--- config.mk ---
export PLATFORM = sky130hd
export DESIGN_NAME = sorted_key_priority_list
export DESIGN_NICKNAME = d
export VERILOG_FILES = /design/src/rtl/core/skpl_pkg.sv /design/src/rtl/core/sorted_key_priority_list.sv /design/src/rtl/core/skpl_ram.sv /design/src/rtl/core/skpl_seq.sv
export SDC_FILE = /design/constraint.sdc
export NUM_CORES = 2
export LEC_CHECK = 0
export BUFFER_PORTS_ARGS = -buffer_cell sky130_fd_sc_hd__buf_2
export CAP_MARGIN = 20
export CORE_MARGIN = 2
export CORE_UTILIZATION = 40
export CTS_BUF_LIST = sky130_fd_sc_hd__clkbuf_8
export DETAILED_ROUTE_END_ITERATION = 8
export MAX_ROUTING_LAYER = met4
export PLACE_DENSITY = 0.66
export SLEW_MARGIN = 10
export SYNTH_ARGS = -nofsm -noshare
export SYNTH_HDL_FRONTEND = slang
export SYNTH_SLANG_ARGS = --single-unit
--- constraint.sdc ---
create_clock -name clk -period 9.35 [get_ports clk]
set_input_delay 1.87 -clock clk [delete_from_list [all_inputs] [get_ports clk]]
set_output_delay 1.87 -clock clk [all_outputs]
set_load 0.03 [all_outputs]
--- src/rtl/core/skpl_pkg.sv ---
package skpl_pkg;

	localparam int CAPACITY = 16;
	localparam int IDX_W    = $clog2(CAPACITY);
	localparam int CNT_W    = $clog2(CAPACITY + 1);
	localparam int KEY_W    = 32;
	localparam int ITEM_W   = 32;

	localparam logic [2:0] FN_PREPEND = 3'd0;
	localparam logic [2:0] FN_APPEND  = 3'd1;
	localparam logic [2:0] FN_RMHEAD  = 3'd2;
	localparam logic [2:0] FN_INSERT  = 3'd3;
	localparam logic [2:0] FN_REMOVE  = 3'd4;

	localparam logic [1:0] ST_OK   = 2'd0;
	localparam logic [1:0] ST_MISS = 2'd1;
	localparam logic [1:0] ST_FULL = 2'd2;

	localparam logic signed [KEY_W-1:0] KEY_MIN = {1'b1, {(KEY_W-1){1'b0}}};
	localparam logic signed [KEY_W-1:0] KEY_MAX = {1'b0, {(KEY_W-1){1'b1}}};

	typedef struct packed {
		logic signed [KEY_W-1:0] key;
		logic [ITEM_W-1:0]       item;
	} entry_t;

	localparam int ENTRY_W = $bits(entry_t);

	typedef struct packed {
		logic             we;
		logic [IDX_W-1:0] waddr;
		entry_t           wdata;
		logic [IDX_W-1:0] raddr;
	} mem_req_t;

	typedef struct packed {
		logic [1:0]              status;
		logic signed [KEY_W-1:0] key;
		logic [ITEM_W-1:0]       item;
		logic [CNT_W-1:0]        total;
	} res_t;

endpackage

--- src/rtl/core/sorted_key_priority_list.sv ---
// Sorted key priority list: up to CAPACITY (key, item) entries in ascending key order.
// Input channel: in_valid/in_ready carry one word of func, key_in, item_in.
//   func selects prepend, append, remove head, sorted insert or sorted remove.
// Output channel: out_valid/out_ready carry one result word per input word:
//   status, key_out, item_out and entry_total after the operation.
// Entries live in one single-port-read, single-port-write memory, head at
// address 0, with a registered read port. Prepend, remove head and the sorted operations walk over it.
// Steps per word, from acceptance to the result entering the output register:
//   rejected words and unused codes go straight to the result; any insert into
//   an empty list writes address 0; prepend moves every entry up; append writes
//   after the tail; remove head moves the rest down; sorted insert/remove scan to
//   the key, then move the later entries; a sorted remove with no match only scans.
// A new word is taken in the cycle after the previous result enters the output
// register, even while that result still waits on out_ready.
// When the receiver stalls, the result holds in the output register and a
// second finished result waits inside the sequencer; in_ready stays low then.
// Reset clears the entry count and the control state; the memory is not
// cleared, since only entries below the count are ever used.
module sorted_key_priority_list
	import skpl_pkg::*;
(
	input  logic                    clk,
	input  logic                    arst_n,
	input  logic                    in_valid,
	output logic                    in_ready,
	input  logic [2:0]              func,
	input  logic signed [KEY_W-1:0] key_in,
	input  logic [ITEM_W-1:0]       item_in,
	output logic                    out_valid,
	input  logic                    out_ready,
	output logic [1:0]              status,
	output logic signed [KEY_W-1:0] key_out,
	output logic [ITEM_W-1:0]       item_out,
	output logic [CNT_W-1:0]        entry_total
);

	mem_req_t req;
	entry_t rdata;
	logic [ENTRY_W-1:0] rdata_raw;
	logic done_valid;
	logic done_take;
	res_t res;
	logic out_valid_q;
	res_t out_q;

	skpl_ram #(
		.AW(IDX_W),
		.DW(ENTRY_W)
	) u_ram (
		.clk   (clk),
		.we    (req.we),
		.waddr (req.waddr),
		.wdata (req.wdata),
		.raddr (req.raddr),
		.rdata (rdata_raw)
	);

	assign rdata = entry_t'(rdata_raw);

	skpl_seq u_seq (
		.clk        (clk),
		.arst_n     (arst_n),
		.in_valid   (in_valid),
		.in_ready   (in_ready),
		.func       (func),
		.key_in     (key_in),
		.item_in    (item_in),
		.rdata      (rdata),
		.req        (req),
		.done_valid (done_valid),
		.done_take  (done_take),
		.res        (res)
	);

	assign done_take = done_valid && (!out_valid_q || out_ready);

	always_ff @(posedge clk or negedge arst_n) begin
		if (!arst_n) begin
			out_valid_q <= 1'b0;
		end else if (done_take) begin
			out_valid_q <= 1'b1;
		end else if (out_ready) begin
			out_valid_q <= 1'b0;
		end
	end

	always_ff @(posedge clk) begin
		if (done_take) begin
			out_q <= res;
		end
	end

	assign out_valid   = out_valid_q;
	assign status      = out_q.status;
	assign key_out     = out_q.key;
	assign item_out    = out_q.item;
	assign entry_total = out_q.total;

endmodule

--- src/rtl/core/skpl_ram.sv ---
module skpl_ram #(
	parameter int AW = 4,
	parameter int DW = 64
) (
	input  logic          clk,
	input  logic          we,
	input  logic [AW-1:0] waddr,
	input  logic [DW-1:0] wdata,
	input  logic [AW-1:0] raddr,
	output logic [DW-1:0] rdata
);

	logic [DW-1:0] mem [2**AW];

	always_ff @(posedge clk) begin
		if (we) begin
			mem[waddr] <= wdata;
		end
		rdata <= mem[raddr];
	end

endmodule

--- src/rtl/core/skpl_seq.sv ---
module skpl_seq
	import skpl_pkg::*;
(
	input  logic                    clk,
	input  logic                    arst_n,
	input  logic                    in_valid,
	output logic                    in_ready,
	input  logic [2:0]              func,
	input  logic signed [KEY_W-1:0] key_in,
	input  logic [ITEM_W-1:0]       item_in,
	input  entry_t                  rdata,
	output mem_req_t                req,
	output logic                    done_valid,
	input  logic                    done_take,
	output res_t                    res
);

	typedef enum logic [7:0] {
		S_IDLE = 8'b00000001,
		S_PKEV = 8'b00000010,
		S_SCEV = 8'b00000100,
		S_UPRD = 8'b00001000,
		S_UPWR = 8'b00010000,
		S_DNRD = 8'b00100000,
		S_DNWR = 8'b01000000,
		S_DONE = 8'b10000000
	} state_t;

	state_t state_q, state_d;
	logic [CNT_W-1:0] cnt_q, cnt_d;
	logic [CNT_W-1:0] idx_q, idx_d;
	logic [CNT_W-1:0] pos_q, pos_d;
	logic [2:0] func_q, func_d;
	logic signed [KEY_W-1:0] key_q, key_d;
	logic [ITEM_W-1:0] item_q, item_d;
	logic signed [KEY_W-1:0] kout_q, kout_d;
	logic [ITEM_W-1:0] iout_q, iout_d;
	logic [1:0] status_q, status_d;

	logic [CNT_W:0] idx_inc;
	logic [CNT_W-1:0] cnt_m1;
	logic [CNT_W-1:0] idx_m1;
	logic cnt_full;
	logic signed [KEY_W-1:0] sat_dec;
	logic signed [KEY_W-1:0] sat_inc;

	assign idx_inc  = {1'b0, idx_q} + (CNT_W+1)'(1);
	assign cnt_m1   = cnt_q - CNT_W'(1);
	assign idx_m1   = idx_q - CNT_W'(1);
	assign cnt_full = (cnt_q == CNT_W'(CAPACITY));
	assign sat_dec  = (rdata.key == KEY_MIN) ? KEY_MIN : rdata.key - KEY_W'(1);
	assign sat_inc  = (rdata.key == KEY_MAX) ? KEY_MAX : rdata.key + KEY_W'(1);

	always_comb begin
		state_d   = state_q;
		cnt_d     = cnt_q;
		idx_d     = idx_q;
		pos_d     = pos_q;
		func_d    = func_q;
		key_d     = key_q;
		item_d    = item_q;
		kout_d    = kout_q;
		iout_d    = iout_q;
		status_d  = status_q;
		req.we    = 1'b0;
		req.waddr = idx_q[IDX_W-1:0];
		req.wdata = rdata;
		req.raddr = idx_q[IDX_W-1:0];
		unique case (state_q)
			S_IDLE: begin
				req.raddr = (func == FN_APPEND) ? cnt_m1[IDX_W-1:0] : '0;
				if (in_valid) begin
					func_d   = func;
					key_d    = key_in;
					item_d   = item_in;
					kout_d   = '0;
					iout_d   = '0;
					status_d = ST_OK;
					idx_d    = '0;
					pos_d    = '0;
					case (func) inside
						FN_PREPEND, FN_APPEND, FN_INSERT: begin
							if (cnt_full) begin
								status_d = ST_FULL;
								state_d  = S_DONE;
							end else if (cnt_q == '0) begin
								if (func != FN_INSERT) begin
									key_d = '0;
								end
								kout_d  = (func == FN_INSERT) ? key_in : '0;
								state_d = S_UPRD;
							end else if (func == FN_INSERT) begin
								kout_d  = key_in;
								state_d = S_SCEV;
							end else begin
								state_d = S_PKEV;
							end
						end
						FN_RMHEAD, FN_REMOVE: begin
							if (cnt_q == '0) begin
								status_d = ST_MISS;
								state_d  = S_DONE;
							end else begin
								state_d = (func == FN_RMHEAD) ? S_PKEV : S_SCEV;
							end
						end
						default: begin
							state_d = S_DONE;
						end
					endcase
				end
			end
			S_PKEV: begin
				case (func_q)
					FN_PREPEND: begin
						key_d   = sat_dec;
						kout_d  = sat_dec;
						pos_d   = '0;
						idx_d   = cnt_q;
						state_d = S_UPRD;
					end
					FN_APPEND: begin
						key_d   = sat_inc;
						kout_d  = sat_inc;
						pos_d   = cnt_q;
						idx_d   = cnt_q;
						state_d = S_UPRD;
					end
					FN_RMHEAD: begin
						kout_d  = rdata.key;
						iout_d  = rdata.item;
						pos_d   = '0;
						idx_d   = '0;
						state_d = S_DNRD;
					end
					default: begin
						state_d = S_DONE;
					end
				endcase
			end
			S_SCEV: begin
				if (rdata.key < key_q) begin
					if (idx_inc == {1'b0, cnt_q}) begin
						if (func_q == FN_INSERT) begin
							pos_d   = cnt_q;
							idx_d   = cnt_q;
							state_d = S_UPRD;
						end else begin
							status_d = ST_MISS;
							state_d  = S_DONE;
						end
					end else begin
						idx_d     = idx_inc[CNT_W-1:0];
						req.raddr = idx_inc[IDX_W-1:0];
					end
				end else if (func_q == FN_INSERT) begin
					pos_d   = idx_q;
					idx_d   = cnt_q;
					state_d = S_UPRD;
				end else if (rdata.key == key_q) begin
					kout_d  = rdata.key;
					iout_d  = rdata.item;
					pos_d   = idx_q;
					state_d = S_DNRD;
				end else begin
					status_d = ST_MISS;
					state_d  = S_DONE;
				end
			end
			S_UPRD: begin
				if (idx_q == pos_q) begin
					req.we    = 1'b1;
					req.waddr = pos_q[IDX_W-1:0];
					req.wdata = '{key: key_q, item: item_q};
					cnt_d     = cnt_q + CNT_W'(1);
					state_d   = S_DONE;
				end else begin
					req.raddr = idx_m1[IDX_W-1:0];
					state_d   = S_UPWR;
				end
			end
			S_UPWR: begin
				req.we  = 1'b1;
				idx_d   = idx_m1;
				state_d = S_UPRD;
			end
			S_DNRD: begin
				if (idx_inc >= {1'b0, cnt_q}) begin
					cnt_d   = cnt_m1;
					state_d = S_DONE;
				end else begin
					req.raddr = idx_inc[IDX_W-1:0];
					state_d   = S_DNWR;
				end
			end
			S_DNWR: begin
				req.we  = 1'b1;
				idx_d   = idx_inc[CNT_W-1:0];
				state_d = S_DNRD;
			end
			S_DONE: begin
				if (done_take) begin
					state_d = S_IDLE;
				end
			end
			default: begin
				state_d = S_IDLE;
			end
		endcase
	end

	assign in_ready   = (state_q == S_IDLE);
	assign done_valid = (state_q == S_DONE);
	assign res        = '{status: status_q, key: kout_q, item: iout_q, total: cnt_q};

	always_ff @(posedge clk or negedge arst_n) begin
		if (!arst_n) begin
			state_q <= S_IDLE;
			cnt_q   <= '0;
		end else begin
			state_q <= state_d;
			cnt_q   <= cnt_d;
		end
	end

	always_ff @(posedge clk) begin
		idx_q    <= idx_d;
		pos_q    <= pos_d;
		func_q   <= func_d;
		key_q    <= key_d;
		item_q   <= item_d;
		kout_q   <= kout_d;
		iout_q   <= iout_d;
		status_q <= status_d;
	end

	a_cnt_bound: assert property (@(posedge clk) disable iff (!arst_n)
		cnt_q <= CNT_W'(CAPACITY))
		else $error("entry count above capacity");

	a_no_write_idle: assert property (@(posedge clk) disable iff (!arst_n)
		(state_q == S_IDLE || state_q == S_DONE) |-> !req.we)
		else $error("memory write outside an operation");

	a_full_reject: assert property (@(posedge clk) disable iff (!arst_n)
		(in_valid && state_q == S_IDLE && cnt_full &&
		 (func == FN_PREPEND || func == FN_APPEND || func == FN_INSERT))
		|=> (state_q == S_DONE && status_q == ST_FULL))
		else $error("insert on full list not rejected");

	a_cnt_change: assert property (@(posedge clk) disable iff (!arst_n)
		(cnt_q != $past(cnt_q)) |-> ($past(state_q) == S_UPRD || $past(state_q) == S_DNRD))
		else $error("entry count changed outside commit");

endmodule

## After elaboration in Yosys (flattened, before gate mapping)

Memories as Yosys holds them, arrays and structs flattened. A register that Yosys moved wholly into a read port is not among the register bits.
Cells that the tools add are included.

| word-level totals | value |
|---|---|
| flip-flop bits (word level) | 228 |
| memory bits (writable) | 1024 |
| input port bits | 71 |
| output and inout port bits | 73 |
| logic and storage cells | 172 |
| memories | 1 |

Memories:

| name | depth | bits a word | rd ports | clocked after Yosys merged registers in | write ports | RTL line | source |
|---|---|---|---|---|---|---|---|
| u_ram.mem | 16 | 64 | 1 | 1 | 1 | skpl_ram.sv:13 | `logic [DW-1:0] mem [2**AW];` |

| operators by class | value |
|---|---|
| add/subtract/negate cells | 6 |
| order comparisons | 2 |
| equal/unequal tests | 40 |
| multiplexer cells | 82 |
| reduce and logical (&&, ||, !) cells | 26 |

Operators by type and width:

| kind | number |
|---|---|
| $mux 32 | 19 |
| $pmux 32 s3 | 3 |
| $pmux 32 s2 | 2 |
| $mux 8 | 14 |
| $mux 69 | 1 |
| $mux 68 | 1 |
| $eq 32x32->1 const B | 2 |
| $pmux 8 s8 | 1 |
| $mux 5 | 11 |
| $add 32x2->32 const B | 1 |
| $eq 32x32->1 | 1 |
| $lt 32x32->1 | 1 |
| $sub 32x2->32 const B | 1 |
| $pmux 5 s2 | 3 |
| $pmux 5 s5 | 1 |
| $reduce_and 6->1 | 4 |
| $mux 4 | 5 |
| $mux 2 | 9 |
| $pmux 4 s4 | 1 |
| $pmux 8 s2 | 1 |
| $ne 3x2->1 const B | 5 |
| $pmux 5 s3 | 1 |
| $eq 3x2->1 const B | 4 |
| $reduce_and 3->1 | 4 |
| other kinds (37) | 60 |

## Longest topological paths before layout

| depth | value |
|---|---|
| word-level depth | 7 |
| gate-level depth with buffers | 18 |
| depth with buffers taken out | 13 |

## Modules after synthesis

A second synthesis with hierarchy kept.

| second synthesis, totals | value |
|---|---|
| cell total of the unflattened synthesis | 2881 |
| area total of the unflattened synthesis | 52728.1 um2 |

Modules (own cells, without submodules):

| module | instances | cells an instance | area each (um2) | sequential area each (um2) |
|---|---|---|---|---|
| skpl_ram | 1 | 1647 | 39583.0 | 32030.7 |
| skpl_seq | 1 | 1159 | 10969.3 | 4620.7 |
| sorted_key_priority_list | 1 | 75 | 2175.8 | 2157.1 |

## Worst setup path after synthesis

Ideal clock, no wire load.

| path | value |
|---|---|
| path kind | reg2reg |
| from | reg u_seq.state_q[5] |
| to | mem u_ram.mem[3][0] (enable) |
| setup time | 0.565 ns |
| data arrival time | 6.512 ns |
| data required time | 8.785 ns |
| setup slack | 2.274 ns |
| cell stages (with the launch flop) | 9 |
| buffers on the path | 1 |
| period minus slack after synthesis | 7.076 ns |
| path through | dfrtp_1 buf_2 or3_1 or3_1 nor4b_1 nor2_1 nand2_1 nand3_1 nor3_1 |

| between the ends | value |
|---|---|
| word-level cells in the longest chain between the ends | 5 |
| elaborated cells between the ends (all ways) | 8 |
| classes of those cells | eq/ne: 3; mux: 4; reduce/logical: 1 |

Ends and longest elaborated chain:

| what | RTL line | source |
|---|---|---|
| start, declared | skpl_seq.sv:29 | `state_t state_q, state_d;` |
| start signal, assigned | skpl_seq.sv:221 | `state_q <= state_d;` |
| $eq 8x5->1 or $eq 8x7->1 (tied branches) | skpl_seq.sv:69 | `unique case (state_q)` |
| $reduce_or 2->1 (no line) | n/a |  |
| $pmux 1 s2 | skpl_seq.sv:69 |  |
| $mux 1 | skpl_ram.sv:16 | `if (we) begin` |
| $mux 1 (not written as such) | skpl_ram.sv:17 | `mem[waddr] <= wdata;` |
| end, declared | skpl_ram.sv:13 |  |

Several ways; a longest one is shown, not always the timed one.

## Worst setup path in the final report

| path | value |
|---|---|
| from | reg u_seq.idx_q[0] |
| to | reg u_ram.rdata[60], read port of u_ram.mem |

| between the ends | value |
|---|---|
| word-level cells in the longest chain between the ends | 5 |
| elaborated cells between the ends (all ways) | 10 |
| classes of those cells | add/sub: 2; order compare: 1; eq/ne: 2; mux: 5 |

Ends and longest elaborated chain:

| what | RTL line | source |
|---|---|---|
| start, declared | skpl_seq.sv:31 | `logic [CNT_W-1:0] idx_q, idx_d;` |
| start signal, assigned | skpl_seq.sv:227 | `idx_q <= idx_d;` |
| parallel branches: the longest is 4 deep, another holds $add 5x1->6 | n/a |  |
| $pmux 4 s4 (*) | skpl_seq.sv:69 |  |
| end, declared | skpl_ram.sv:10 | `output logic [DW-1:0] rdata` |

Every way passes the cells marked *.
A chain may end at the register's enable or synchronous reset.

==> insert_results.sql <==
INSERT INTO impl_metrics (metric_group, metric, value, unit) VALUES
('status', 'outcome', 'completed', ''),
('logic_synthesis', 'number_of_flops_mapped_to_enable_cells_by_yosys', '1238', ''),
('logic_synthesis', 'synthDistinctLibCells', '91', ''),
('power', 'powerDensity', '379', 'nW/um^2'),
('cts', 'numCtsBuffers', '199', ''),
('final_layout', 'layout.cells.most_common', 'sky130_fd_sc_hd__edfxtp_1', ''),
('placement', 'port_buffers', '143', ''),
('die', 'initial_utilization', '40.3', '%'),
('setup_path', 'start_kind', 'flop', ''),
('timing', 'report.final.hold_viol_count', '0', ''),
('power', 'ir_worst_vdd', '0.603', 'mV'),
('timing', 'worst_hold_slack', '0.414', 'ns'),
('global_routing', 'gr-total-overflow', '0', ''),
('final_layout', 'flow.area_growth_from_synthesis', '11.4', '%'),
('die', 'fp.dieH', '379', 'um'),
('global_routing', 'grt_pass1_vias', '35665', ''),
('setup_path', 'critical_path.max_fanout', '73', ''),
('route', 'via_per_inst', '5.95', ''),
('global_routing', 'grt_pass1_wl', '227000', 'um'),
('setup_path', 'end_kind', 'flop', ''),
('route', 'first_drt_pass_iteration_count', '6', ''),
('die', 'dieWidth', '379', 'um'),
('route', 'vias', '37433', ''),
('timing', 'setup_ws', '3.32', 'ns'),
('route', 'wirelength_per_cell', '24.4', 'um'),
('timing', 'clock-skew-final', '0.0478', 'ns'),
('power', 'power.leakage', '0.0214', 'uW'),
('setup_path', 'worst_r2r_startpoint', 'u_seq.idx_q[0]', ''),
('setup_path', 'path_class', 'reg -> reg', ''),
('setup_path', 'timing.critical_path.slowest_stage_cell', 'sky130_fd_sc_hd__and3_4', ''),
('die', 'core.rowCount', '137', ''),
('global_routing', 'globalRouteTotalUtil', '21.6', '%'),
('placement', 'gp_congestion', '0.896', ''),
('cts', 'cts_htree_levels', '4', ''),
('setup_path', 'max_stage_delay', '0.97', 'ns'),
('logic_synthesis', 'syn_area', '56300', 'sq um'),
('cts', 'tritoncts', 'done', ''),
('timing', 'timing.final.crit_share', '64.5', '%'),
('logic_synthesis', 'post_synth_inst_count', '4146', ''),
('cts', 'cts.sink_count', '1316', ''),
('global_routing', 'antenna_found_initial', '3', ''),
('placement', 'post-dp-hpwl', '80000', 'um'),
('final_layout', 'drive_gt1_share', '14.2', '%'),
('cts', 'root_buffer', 'sky130_fd_sc_hd__clkbuf_8', ''),
('timing', 'setup_tns', '0', 'ns'),
('hold_path', 'hold_path.startpoint', 'u_seq.kout_q[13]', ''),
('timing', 'unrepaired_setup_endpoints_after_global_routing', 'false', ''),
('route', 'route.final.wire_length', '154000', 'um'),
('global_routing', 'grt_max_degree', '158', ''),
('logic_synthesis', 'synth-seq-cells', '1316', ''),
('timing', 'worst_pin_slew', '1.11', 'ns'),
('final_layout', 'seqCellArea', '38800', 'sq um'),
('final_layout', 'finish.net_count', '4351', ''),
('cts', 'ctsLongestPathBuffers', '3', ''),
('timing', 'finalSetupViolations', '0', ''),
('setup_path', 'cells_traversed_along_the_worst_timing_path', 'ha_1 -> nand3_1 -> xnor2_1 -> ha_1 -> and3_1 -> a41oi_1 -> mux2i_1 -> or3_4 -> buf_4 -> and3_4 -> buf_4 -> a211oi_1 -> o32ai_1 -> a211o_1', ''),
('logic_synthesis', 'synth_warnings', '0', ''),
('final_layout', 'number_of_fillers_in_the_final_layout', '12370', ''),
('hold_path', 'holdCritPathClass', 'reg -> reg', ''),
('timing', 'slew-limit-headroom', '25.9', '%'),
('timing', 'timing_max_transition_violations_final', '0', ''),
('power', 'power', '23800', 'uW'),
('die', 'die_area', '144000', 'sq um'),
('die', 'coreArea', '140000', 'sq um'),
('route', 'drt_drc_violations_left', '0', ''),
('cts', 'cts_setup_buffers', '0', ''),
('logic_synthesis', 'synthFlopType', 'sky130_fd_sc_hd__edfxtp_1', ''),
('cts', 'postCtsHoldBufs', '0', ''),
('route', 'drtIter0Drc', '4296', ''),
('logic_synthesis', 'synth_sequential_area_ratio', '68.9', '%'),
('cts', 'cts_resized', '0', '');
==> critical path: cells and delay by family, from the launching register on <==
family | cells | cell delay (ns)
XOR/XNOR | 1 | 0.21
flip-flops | 1 | 0.77
buffers and inverters | 2 | 1.19
multiplexers | 1 | 0.47
AND/OR/NAND/NOR | 4 | 1.61
AO/OA/AOI/OAI | 4 | 0.80
adder cells (fa/ha/maj) | 2 | 0.82
==> registers in the layout (all words and copies together) (netlist names) <==
register / cells
u_ram.mem: 1024
u_ram.rdata: 64
item_out: 32
key_out: 32
u_seq.iout_q: 32
u_seq.item_q: 32
u_seq.key_q: 32
u_seq.kout_q: 32
u_seq.state_q: 8
entry_total: 5
u_seq.cnt_q: 5
u_seq.idx_q: 5
u_seq.pos_q: 5
u_seq.func_q: 3
status: 2
u_seq.status_q: 2
out_valid: 1
==> synthesized netlist by cell type (89+ instances only) <==
cell type	number	share of area (%)
sky130_fd_sc_hd__clkbuf_1	216	1.4
sky130_fd_sc_hd__nand2_1	382	2.5
sky130_fd_sc_hd__a211oi_1	260	3.5
sky130_fd_sc_hd__a31oi_1	137	1.5
sky130_fd_sc_hd__inv_1	177	1.2
sky130_fd_sc_hd__o21ai_0	115	1.0
sky130_fd_sc_hd__nor3b_1	131	1.7
sky130_fd_sc_hd__a21oi_1	211	1.9
sky130_fd_sc_hd__and2_1	105	1.2
sky130_fd_sc_hd__buf_2	99	0.88
sky130_fd_sc_hd__edfxtp_1	1238	66
sky130_fd_sc_hd__nor2_1	89	0.59
==> cell families (layout without fill, tap and decap cells) <==
logic type	count (synthesis)	in the layout	share of synthesized area, %
other	0	6	0
DFF	1316	1316	68.9
buffers and inverters	543	806	4.17
xor gates and xnor gates	68	68	1.06
muxes	45	45	0.879
AOI/OAI and AO/OA	1176	1176	14.9
adders and majority gates	44	44	0.977
and+or+nand+nor	954	954	9.15
==> metal layers <==
layer | wire length, um | track usage [%]
met3 | 14300 | 3.60
met2 | 69100 | 32.1
met4 | 3560 | 6.78
met5 | 0 | -
met1 | 66700 | 30.2
==> path summary, 6_finish.rpt <==
path                                         end  slack (ns)  cells after the start
worst max-delay path             u_ram.rdata[60]        3.32                     14
worst min-delay path                 key_out[13]        0.41                      0
worst max register to register   u_ram.rdata[60]        3.32                     14
worst min register to register       key_out[13]        0.41                      0
max in group asynchronous       u_seq.state_q[0]        8.16                      1
min in group asynchronous       u_seq.state_q[5]        0.85                      1
==> cell type report <==
cell class | count | share of cell area (%)
sequential | 1316 | 61.8
clock buffer | 228 | 5.00
clock inverter | 146 | 1.23
tap | 1876 | 3.74
timing repair buffer | 255 | 2.59
antenna | 6 | 0.0239
inverter | 177 | 1.06
multi-input combinational | 2287 | 24.6
==> power by group <==
group | total, uW | switching (uW) | internal, uW
Combinational | 10800 | 7570 | 3270
Clock | 4610 | 2260 | 2350
Sequential | 8350 | 564 | 7790
Total | 23800 | 10400 | 13400
==> metrics by stage <==
stage | area, sq um | std cells | utilization, %
after detailed placement | 58900 | 5911 | 42.1
after global routing | 62800 | 6291 | 44.9
final | 62800 | 6291 | 44.9
after floorplan | 56300 | 4146 | -
after CTS | 62800 | 6285 | 44.9
after global placement | 58800 | 5909 | 42.1
Power figures use the tool's default switching activity.
